File: config.mk
export PLATFORM = sky130hd
export DESIGN_NAME = ipv6_text_address_parser_flat
export DESIGN_NICKNAME = d
export VERILOG_FILES = /design/src/rtl/ip6p_pkg.sv /design/src/rtl/ip6p_ifs.sv /design/src/rtl/ip6p_group_file.sv /design/src/rtl/ipv6_text_address_parser.sv /design/src/flat_wrapper.sv
export SDC_FILE = /design/constraint.sdc
export NUM_CORES = 1
export LEC_CHECK = 0
export BUFFER_PORTS_ARGS = -buffer_cell sky130_fd_sc_hd__buf_2
export CAP_MARGIN = 15
export CORE_ASPECT_RATIO = 0.9
export CORE_MARGIN = 4
export CORE_UTILIZATION = 53
export CTS_CLUSTER_SIZE = 12
export DETAILED_ROUTE_END_ITERATION = 8
export PLACE_DENSITY_LB_ADDON = 0.25
export SLEW_MARGIN = 10
export SYNTH_ARGS = -nofsm -noshare
export SYNTH_HDL_FRONTEND = slang
export SYNTH_SLANG_ARGS = --single-unit
File: constraint.sdc
create_clock -name i_clk -period 6.5 [get_ports i_clk]
set_input_delay 1.3 -clock i_clk [delete_from_list [all_inputs] [get_ports i_clk]]
set_output_delay 1.3 -clock i_clk [all_outputs]
set_load 0.005 [all_outputs]
File: src/rtl/ip6p_pkg.sv
// Shared types, constants and the hex digit decoder of the IPv6 text address parser.
package ip6p_pkg;

    localparam int CHAR_W  = 8;
    localparam int NIB_W   = 4;
    localparam int GROUP_W = 16;
    localparam int GROUP_N = 8;
    localparam int GIDX_W  = 3;
    localparam int GCNT_W  = 4;
    localparam int HALF_W  = 64;
    localparam int ADDR_W  = 128;

    localparam logic [CHAR_W-1:0] CHAR_NUL   = 8'h00;
    localparam logic [CHAR_W-1:0] CHAR_COLON = 8'h3A;
    localparam logic [CHAR_W-1:0] CHAR_0     = 8'h30;
    localparam logic [CHAR_W-1:0] CHAR_9     = 8'h39;
    localparam logic [CHAR_W-1:0] CHAR_LA    = 8'h61;
    localparam logic [CHAR_W-1:0] CHAR_LF    = 8'h66;
    localparam logic [CHAR_W-1:0] CHAR_UA    = 8'h41;
    localparam logic [CHAR_W-1:0] CHAR_UF    = 8'h46;
    localparam logic [CHAR_W-1:0] HEX_TEN    = 8'd10;

    // Command from the character stage to the group file.
    typedef struct packed {
        logic                write;
        logic                to_tail;
        logic [GIDX_W-1:0]   index;
        logic [GROUP_W-1:0]  data;
        logic                clear;
    } t_group_cmd;

    typedef struct packed {
        logic             is_hex;
        logic [NIB_W-1:0] nib;
    } t_hex;

    function automatic t_hex hex_decode(input logic [CHAR_W-1:0] c);
        t_hex              r;
        logic [CHAR_W-1:0] d;
        r.is_hex = 1'b1;
        d        = '0;
        case (c) inside
            [CHAR_0:CHAR_9]:   d = c - CHAR_0;
            [CHAR_LA:CHAR_LF]: d = c - CHAR_LA + HEX_TEN;
            [CHAR_UA:CHAR_UF]: d = c - CHAR_UA + HEX_TEN;
            default:           r.is_hex = 1'b0;
        endcase
        r.nib = d[NIB_W-1:0];
        return r;
    endfunction

endpackage

File: src/rtl/ip6p_ifs.sv
// Stream interfaces of the parser: the character channel and the address channel.
interface ip6p_char_if;
    logic                          valid;
    logic                          ready;
    logic [ip6p_pkg::CHAR_W-1:0]   character;

    modport source (output valid, output character, input ready);
    modport sink   (input valid, input character, output ready);
endinterface

interface ip6p_addr_if;
    logic                          valid;
    logic                          ready;
    logic [ip6p_pkg::HALF_W-1:0]   address_upper;
    logic [ip6p_pkg::HALF_W-1:0]   address_lower;
    logic                          ok;

    modport source (output valid, output address_upper, output address_lower, output ok,
                    input ready);
    modport sink   (input valid, input address_upper, input address_lower, input ok,
                    output ready);
endinterface

File: src/rtl/ip6p_group_file.sv
// Group file: head groups written in place, tail groups after the gap shifted in from the right.
module ip6p_group_file (
    input  logic                          i_clk,
    input  logic                          i_rst_n,
    input  ip6p_pkg::t_group_cmd          i_cmd,
    output logic [ip6p_pkg::ADDR_W-1:0]   o_view
);

    logic [ip6p_pkg::GROUP_W-1:0] r_head [ip6p_pkg::GROUP_N];
    logic [ip6p_pkg::GROUP_W-1:0] r_tail [ip6p_pkg::GROUP_N];
    logic [ip6p_pkg::GROUP_W-1:0] n_head [ip6p_pkg::GROUP_N];
    logic [ip6p_pkg::GROUP_W-1:0] n_tail [ip6p_pkg::GROUP_N];

    always_comb begin
        for (int i = 0; i < ip6p_pkg::GROUP_N; i++) begin
            n_head[i] = r_head[i];
            n_tail[i] = r_tail[i];
        end
        if (i_cmd.write) begin
            if (i_cmd.to_tail) begin
                for (int i = 0; i < ip6p_pkg::GROUP_N - 1; i++) begin
                    n_tail[i] = r_tail[i+1];
                end
                n_tail[ip6p_pkg::GROUP_N-1] = i_cmd.data;
            end else begin
                n_head[i_cmd.index] = i_cmd.data;
            end
        end
    end

    // Unwritten slots hold zero, so the gap falls out of a plain OR.
    always_comb begin
        for (int i = 0; i < ip6p_pkg::GROUP_N; i++) begin
            o_view[ip6p_pkg::ADDR_W-1-i*ip6p_pkg::GROUP_W -: ip6p_pkg::GROUP_W] =
                n_head[i] | n_tail[i];
        end
    end

    always_ff @(posedge i_clk) begin
        if (!i_rst_n || i_cmd.clear) begin
            for (int i = 0; i < ip6p_pkg::GROUP_N; i++) begin
                r_head[i] <= '0;
                r_tail[i] <= '0;
            end
        end else begin
            for (int i = 0; i < ip6p_pkg::GROUP_N; i++) begin
                r_head[i] <= n_head[i];
                r_tail[i] <= n_tail[i];
            end
        end
    end

endmodule

File: src/rtl/ipv6_text_address_parser.sv
// Top level of the IPv6 text address parser: character stage, group file and result register.
//
//  channel   dir  modport  payload                                  transfers
//  i_char    in   sink     character[7:0]                           one per text character
//  o_addr    out  source   address_upper[63:0], address_lower[63:0], ok   one per terminator
//
//  Flow: a terminator passes through the input register and then the result register, whose
//  load raises o_addr.valid.
//  The character stage and the result register share one advance enable, so the rate is
//  one character per cycle whenever o_addr is not stalled.
//  Reset (i_rst_n low, synchronous) drops both stage valids and clears the parse state.
//  Stall: while a result waits untaken, the whole pipe holds and i_char.ready is low.
//  After each terminator the parse state returns to its reset value for the next string.
module ipv6_text_address_parser (
    input  logic           i_clk,
    input  logic           i_rst_n,
    ip6p_char_if.sink      i_char,
    ip6p_addr_if.source    o_addr
);

    // Pipe advance: the result register is free or being emptied this cycle.
    logic adv;

    // Input register.
    logic                          r_in_valid;
    logic [ip6p_pkg::CHAR_W-1:0]   r_char;

    // Parse state.
    logic [ip6p_pkg::GROUP_W-1:0]  r_acc, n_acc;
    logic                          r_has_digit, n_has_digit;
    logic                          r_gap, n_gap;
    logic [ip6p_pkg::GCNT_W-1:0]   r_groups, n_groups;
    logic                          r_failed, n_failed;
    logic                          r_first, n_first;

    // Result register.
    logic                          r_out_valid;
    logic [ip6p_pkg::HALF_W-1:0]   r_upper, n_upper;
    logic [ip6p_pkg::HALF_W-1:0]   r_lower, n_lower;
    logic                          r_ok, n_ok;

    ip6p_pkg::t_group_cmd          cmd;
    logic [ip6p_pkg::ADDR_W-1:0]   view;
    ip6p_pkg::t_hex                hex;
    logic                          room;
    logic                          term_fire;
    logic                          term_store;
    logic                          term_fail;
    logic [ip6p_pkg::GCNT_W-1:0]   term_groups;

    assign adv          = !r_out_valid || o_addr.ready;
    assign i_char.ready = adv;

    assign hex       = ip6p_pkg::hex_decode(r_char);
    assign room      = r_groups < ip6p_pkg::GCNT_W'(ip6p_pkg::GROUP_N);
    assign term_fire = r_in_valid && adv && (r_char == ip6p_pkg::CHAR_NUL);

    // The terminator stores a pending group if there is one and the string is still good.
    assign term_store  = !r_failed && r_has_digit && room;
    assign term_fail   = r_failed || (r_has_digit && !room);
    assign term_groups = r_groups + ip6p_pkg::GCNT_W'(term_store);

    always_comb begin
        n_acc       = r_acc;
        n_has_digit = r_has_digit;
        n_gap       = r_gap;
        n_groups    = r_groups;
        n_failed    = r_failed;
        n_first     = r_first;
        n_upper     = '0;
        n_lower     = '0;
        n_ok        = 1'b0;
        cmd         = '0;
        cmd.to_tail = r_gap;
        cmd.index   = r_groups[ip6p_pkg::GIDX_W-1:0];
        cmd.data    = r_acc;

        if (r_in_valid && adv) begin
            if (r_char != ip6p_pkg::CHAR_NUL) begin
                n_first = 1'b0;
                // After a failure, drop characters until the terminator.
                if (!r_failed) begin
                    if (hex.is_hex) begin
                        // A fifth significant digit would overflow the group.
                        if (r_acc[ip6p_pkg::GROUP_W-1 -: ip6p_pkg::NIB_W] != '0) begin
                            n_failed = 1'b1;
                        end else begin
                            n_acc = {r_acc[ip6p_pkg::GROUP_W-ip6p_pkg::NIB_W-1:0], hex.nib};
                            n_has_digit = 1'b1;
                        end
                    end else if (r_char == ip6p_pkg::CHAR_COLON) begin
                        // A leading colon is skipped.
                        if (!r_first) begin
                            if (!r_has_digit) begin
                                // Colon with no digits marks the gap; only one is allowed.
                                if (r_gap) begin
                                    n_failed = 1'b1;
                                end else begin
                                    n_gap = 1'b1;
                                end
                            end else if (room) begin
                                cmd.write   = 1'b1;
                                n_groups    = r_groups + ip6p_pkg::GCNT_W'(1);
                                n_acc       = '0;
                                n_has_digit = 1'b0;
                            end else begin
                                n_failed = 1'b1;
                            end
                        end
                    end else begin
                        n_failed = 1'b1;
                    end
                end
            end else begin
                // Terminator: fold in the pending group, emit, and restart.
                cmd.write = term_store;
                cmd.clear = 1'b1;
                n_ok      = !term_fail && (r_gap ||
                            term_groups == ip6p_pkg::GCNT_W'(ip6p_pkg::GROUP_N));
                if (n_ok) begin
                    n_upper = view[ip6p_pkg::ADDR_W-1 -: ip6p_pkg::HALF_W];
                    n_lower = view[ip6p_pkg::HALF_W-1:0];
                end
                n_acc       = '0;
                n_has_digit = 1'b0;
                n_gap       = 1'b0;
                n_groups    = '0;
                n_failed    = 1'b0;
                n_first     = 1'b1;
            end
        end
    end

    ip6p_group_file u_group_file (
        .i_clk   (i_clk),
        .i_rst_n (i_rst_n),
        .i_cmd   (cmd),
        .o_view  (view)
    );

    always_ff @(posedge i_clk) begin
        if (!i_rst_n) begin
            r_in_valid  <= 1'b0;
            r_acc       <= '0;
            r_has_digit <= 1'b0;
            r_gap       <= 1'b0;
            r_groups    <= '0;
            r_failed    <= 1'b0;
            r_first     <= 1'b1;
            r_out_valid <= 1'b0;
        end else begin
            r_acc       <= n_acc;
            r_has_digit <= n_has_digit;
            r_gap       <= n_gap;
            r_groups    <= n_groups;
            r_failed    <= n_failed;
            r_first     <= n_first;
            if (adv) begin
                r_in_valid  <= i_char.valid;
                r_out_valid <= term_fire;
            end
        end
    end

    // Payload registers: load on advance, hold while stalled.
    always_ff @(posedge i_clk) begin
        if (adv) begin
            r_char  <= i_char.character;
            r_upper <= n_upper;
            r_lower <= n_lower;
            r_ok    <= n_ok;
        end
    end

    assign o_addr.valid         = r_out_valid;
    assign o_addr.address_upper = r_upper;
    assign o_addr.address_lower = r_lower;
    assign o_addr.ok            = r_ok;

    a_groups_bound: assert property (@(posedge i_clk) disable iff (!i_rst_n)
        r_groups <= ip6p_pkg::GCNT_W'(ip6p_pkg::GROUP_N))
        else $error("group count beyond eight");

    a_acc_has_digit: assert property (@(posedge i_clk) disable iff (!i_rst_n)
        (r_acc != '0) |-> r_has_digit)
        else $error("nonzero group without a digit");

    a_fail_zero: assert property (@(posedge i_clk) disable iff (!i_rst_n)
        (r_out_valid && !r_ok) |-> (r_upper == '0 && r_lower == '0))
        else $error("failed result carries a nonzero address");

    a_restart: assert property (@(posedge i_clk) disable iff (!i_rst_n)
        term_fire |=> (r_first && !r_gap && !r_failed && r_groups == '0 && r_out_valid))
        else $error("terminator did not restart the parse and post a result");

endmodule

File: src/flat_wrapper.sv
// flat-port wrapper written by rule: the top's interface ports become plain ports
module ipv6_text_address_parser_flat 
  (i_clk, i_rst_n, i_char_valid, i_char_character, i_char_ready, o_addr_valid, o_addr_address_upper, o_addr_address_lower, o_addr_ok, o_addr_ready);
  ip6p_char_if i_char_i ();
  ip6p_addr_if o_addr_i ();
  input  logic i_clk;
  input  logic i_rst_n;
  input wire logic [$bits(i_char_i.valid)-1:0] i_char_valid;
  input wire logic [$bits(i_char_i.character)-1:0] i_char_character;
  output wire logic [$bits(i_char_i.ready)-1:0] i_char_ready;
  output wire logic [$bits(o_addr_i.valid)-1:0] o_addr_valid;
  output wire logic [$bits(o_addr_i.address_upper)-1:0] o_addr_address_upper;
  output wire logic [$bits(o_addr_i.address_lower)-1:0] o_addr_address_lower;
  output wire logic [$bits(o_addr_i.ok)-1:0] o_addr_ok;
  input wire logic [$bits(o_addr_i.ready)-1:0] o_addr_ready;
  assign i_char_i.valid = i_char_valid;
  assign i_char_i.character = i_char_character;
  assign i_char_ready = i_char_i.ready;
  assign o_addr_valid = o_addr_i.valid;
  assign o_addr_address_upper = o_addr_i.address_upper;
  assign o_addr_address_lower = o_addr_i.address_lower;
  assign o_addr_ok = o_addr_i.ok;
  assign o_addr_i.ready = o_addr_ready;
  ipv6_text_address_parser u_core (.i_clk(i_clk), .i_rst_n(i_rst_n), .i_char(i_char_i), .o_addr(o_addr_i));
endmodule
==> results.txt <==
post-CTS setup buffer count - 0
Cell variety after synth - 47
startpoint types - register
final wirelength - 37500 um
first-pass GRT wire length - 57500 um
number of DRC markers in iteration 0 - 885
initial antenna violation count - 0
total negative slack - 0 ns
Worst Path Arrival - 3.91 ns
Core Footprint - 0.0289 mm2
Starting Density - 53.7%
Int Power - 4.01 mW
most frequent cells in the layout - dfxtp_1 (282), nor2_1 (237), mux2i_1 (228), a21oi_1 (153), buf_2 (142)
sequential share of power - 53.6%
top cell type's share of synthesized area - 36.4%
ys flop type - dfxtp_1
commonest non-fill, non-tap cell in the layout - dfxtp_1
Tightest Pin Transition - 0.972 ns
RePlAce Congestion - 0.895
P_sw - 1.02 mW
CP bufs+invs - 2
routed vias/inst - 5.47
Slowest-stage cell, CP - buf_4
async set-reset flop share out of synthesis - 0%
Leakage - 6.44 nW
largest net degree at the start of global routing - 98
Worst Hold Class - register to register
Area Overhead vs Synth - 14.2%
final slew viol count - 0
final non-filler cell total - 1870
max-cap viol count - 0
vias in the first global route - 9771
Max Clock Freq - 0.272 GHz
Max Root-Sink Buffers - 3
Setup Skew - 0.0172 ns
combinational fraction of design power - 1.0%
dpl hpwl - 23300 um
clk_lat worst skew - 0.54 ns
Pre-antenna DRT Iters - 5
Final Setup Violations - 0
CP Class - register to register
post-cts gate resize count - 0
Clock Power Share - 45.4%
total CTS buffers - 43
layout cells sized above 1 - 15.7%
GR Overflow Total - 0
power per cell area - 285 mW/mm2
Ports - 143
status - completed
CP Cell Sequence - inv_1, ha_1, nor4b_2, nand2_1, o21a_1, nor3_2, buf_4, mux2i_1, a21oi_1
crit path capture type - register
fin crit share - 56.5%
hold_buf cts - 0
Crit path max-delay family - simple AND/OR/NAND/NOR gates
worst path required time - 6.74 ns
clock sinks - 419
number of flops mapped to enable cells by yosys - 137
Syn Nets - 1353
final net count - 1461
Fin. Hold Viols - 0
Synth Register Bits - 419
cell count after placement - 1792
syn_area_per_cell - 11.6 um2
CP max FO - 48
die area - 0.0320 mm2
worst reg2reg startpoint - u_core.r_char[0]
critical path's largest stage delay - 0.73 ns
Sw Share - 20.3%
DRC viols - 0
unrepaired setup endpoints after global routing - false
Hold Crit Start - u_core.u_group_file.r_head[0][122]
port buffer count - 142
H-Tree Depth - 2
number of core rows - 59
Synth area leaders - dfxtp_1 (36%), edfxtp_1 (27%), mux2i_1 (15%)
diode count - 0
min Tclk post-route - 3.67 ns
Max VDD drop - 0.000185 V
register area share after synthesis - 63.0%
Die Y - 170 um
Antenna Violating Nets Remaining - 0
Mapped Area - 0.0155 mm2
Die W - 188 um
clock root cell - clkbuf_16
DR WL/cell - 20.0 um
Warnings, synthesis - 0
vias - 10232
gr usage total - 23.0%
CP startpoint - u_core.r_char[0]
TritonCTS clock tree - yes
max_slew headroom - 35.2%
clock-pin slew reported for the worst setup and hold paths after clock tree synthesis - 0.06 ns
post-synth top area cell - dfxtp_1
Mapped Cells - 1333
-- state kept, by name, indices dropped and copies added (netlist names) --
signal / flops
u_core.r_acc: 16
u_core.r_groups: 4
u_core.o_addr.ok: 1
u_core.o_addr.valid: 1
u_core.o_addr.address_lower: 64
u_core.u_group_file.r_head: 128
u_core.r_first: 1
u_core.r_char: 8
u_core.u_group_file.r_tail: 128
u_core.r_failed: 1
u_core.r_gap: 1
u_core.o_addr.address_upper: 64
u_core.r_in_valid: 1
u_core.r_has_digit: 1
-- worst paths after layout --
path / to / slack, ns / cells past startpoint
setup / recovery: u_core.o_addr.address_upper[1] / 2.83 / 9
hold / removal: u_core.u_group_file.r_head[0][122] / 0.46 / 2
setup reg to reg: u_core.o_addr.address_upper[1] / 2.83 / 9
hold reg to reg: u_core.u_group_file.r_head[0][122] / 0.46 / 2
-- cell families (layout without fill, tap and decap cells) --
| logic type | count (synthesis) | after routing | share of synthesized area (%) |
|---|---|---|---|
| xor+xnor | 2 | 2 | 0.113 |
| buf+inv | 101 | 242 | 3.24 |
| flops | 419 | 419 | 63.0 |
| compound gates | 219 | 219 | 7.92 |
| fa+ha+maj | 8 | 8 | 0.646 |
| mux | 229 | 229 | 14.8 |
| simple gates | 355 | 355 | 10.3 |
-- through the flow --
step	power (mW)	hold slack, ns	area (um2)	setup WS (ns)	util, %
4_1_cts	5.07	0.465	17700	2.85	61.3
6_report	5.04	0.463	17700	2.83	61.3
5_1_grt	5.17	0.481	17700	2.63	61.3
3_3_place_gp	2.81	0.447	16400	2.76	56.8
3_5_place_dp	2.81	0.458	16400	2.71	56.8
2_1_floorplan	2.79	0.441	15500	1.45	-
-- tightest hold or removal path, stage by stage (launching register included) --
cell,delay [ns]
dfxtp_1,0.30
nand2_1,0.06
a21oi_1,0.06
-- cell usage after synthesis, types with 3 or more instances --
master	instances
dfxtp_1	282
nor4_4	7
buf_2	29
nor2_1	237
nor2b_1	7
nand2b_1	3
nand2_1	74
and2_1	3
nor3_1	3
mux2i_1	228
and3_1	3
edfxtp_1	137
clkbuf_1	52
a22oi_1	4
nand3_1	6
a21oi_1	153
a21o_1	3
a22o_1	10
buf_4	7
buf_6	8
ha_1	8
inv_1	5
a31oi_1	17
o21ai_0	18
-- layout make-up --
cell class                 count  area, um2
sequential                   419       9760
clock inverter                 8       57.6
tap                          396        495
timing repair buffer         159        851
multi-input combinational    813       5260
fill                        2279      11200
clock buffer                  70       1240
inverter                       5       18.8
-- power groups by stage --
stage | clock network [mW] | registers, mW | logic, mW
5_1_grt | 2.42 | 2.70 | 0.0576
3_3_place_gp | 0 | 2.76 | 0.0514
4_1_cts | 2.32 | 2.70 | 0.0523
2_1_floorplan | 0 | 2.75 | 0.0407
3_5_place_dp | 0 | 2.76 | 0.0521
6_report | 2.29 | 2.70 | 0.0522
-- layer usage --
layer / up-vias / GRT usage (%) / part of all wire, %
li1: 4885 / - / -
met1: 4987 / 35.3 / 48
met2: 305 / 33.7 / 43
met3: 55 / 3.38 / 6.7
met4: 0 / 7.18 / 2.4
met5: - / 0 / 0
Note: power is estimated with default switching activity, not from simulation.
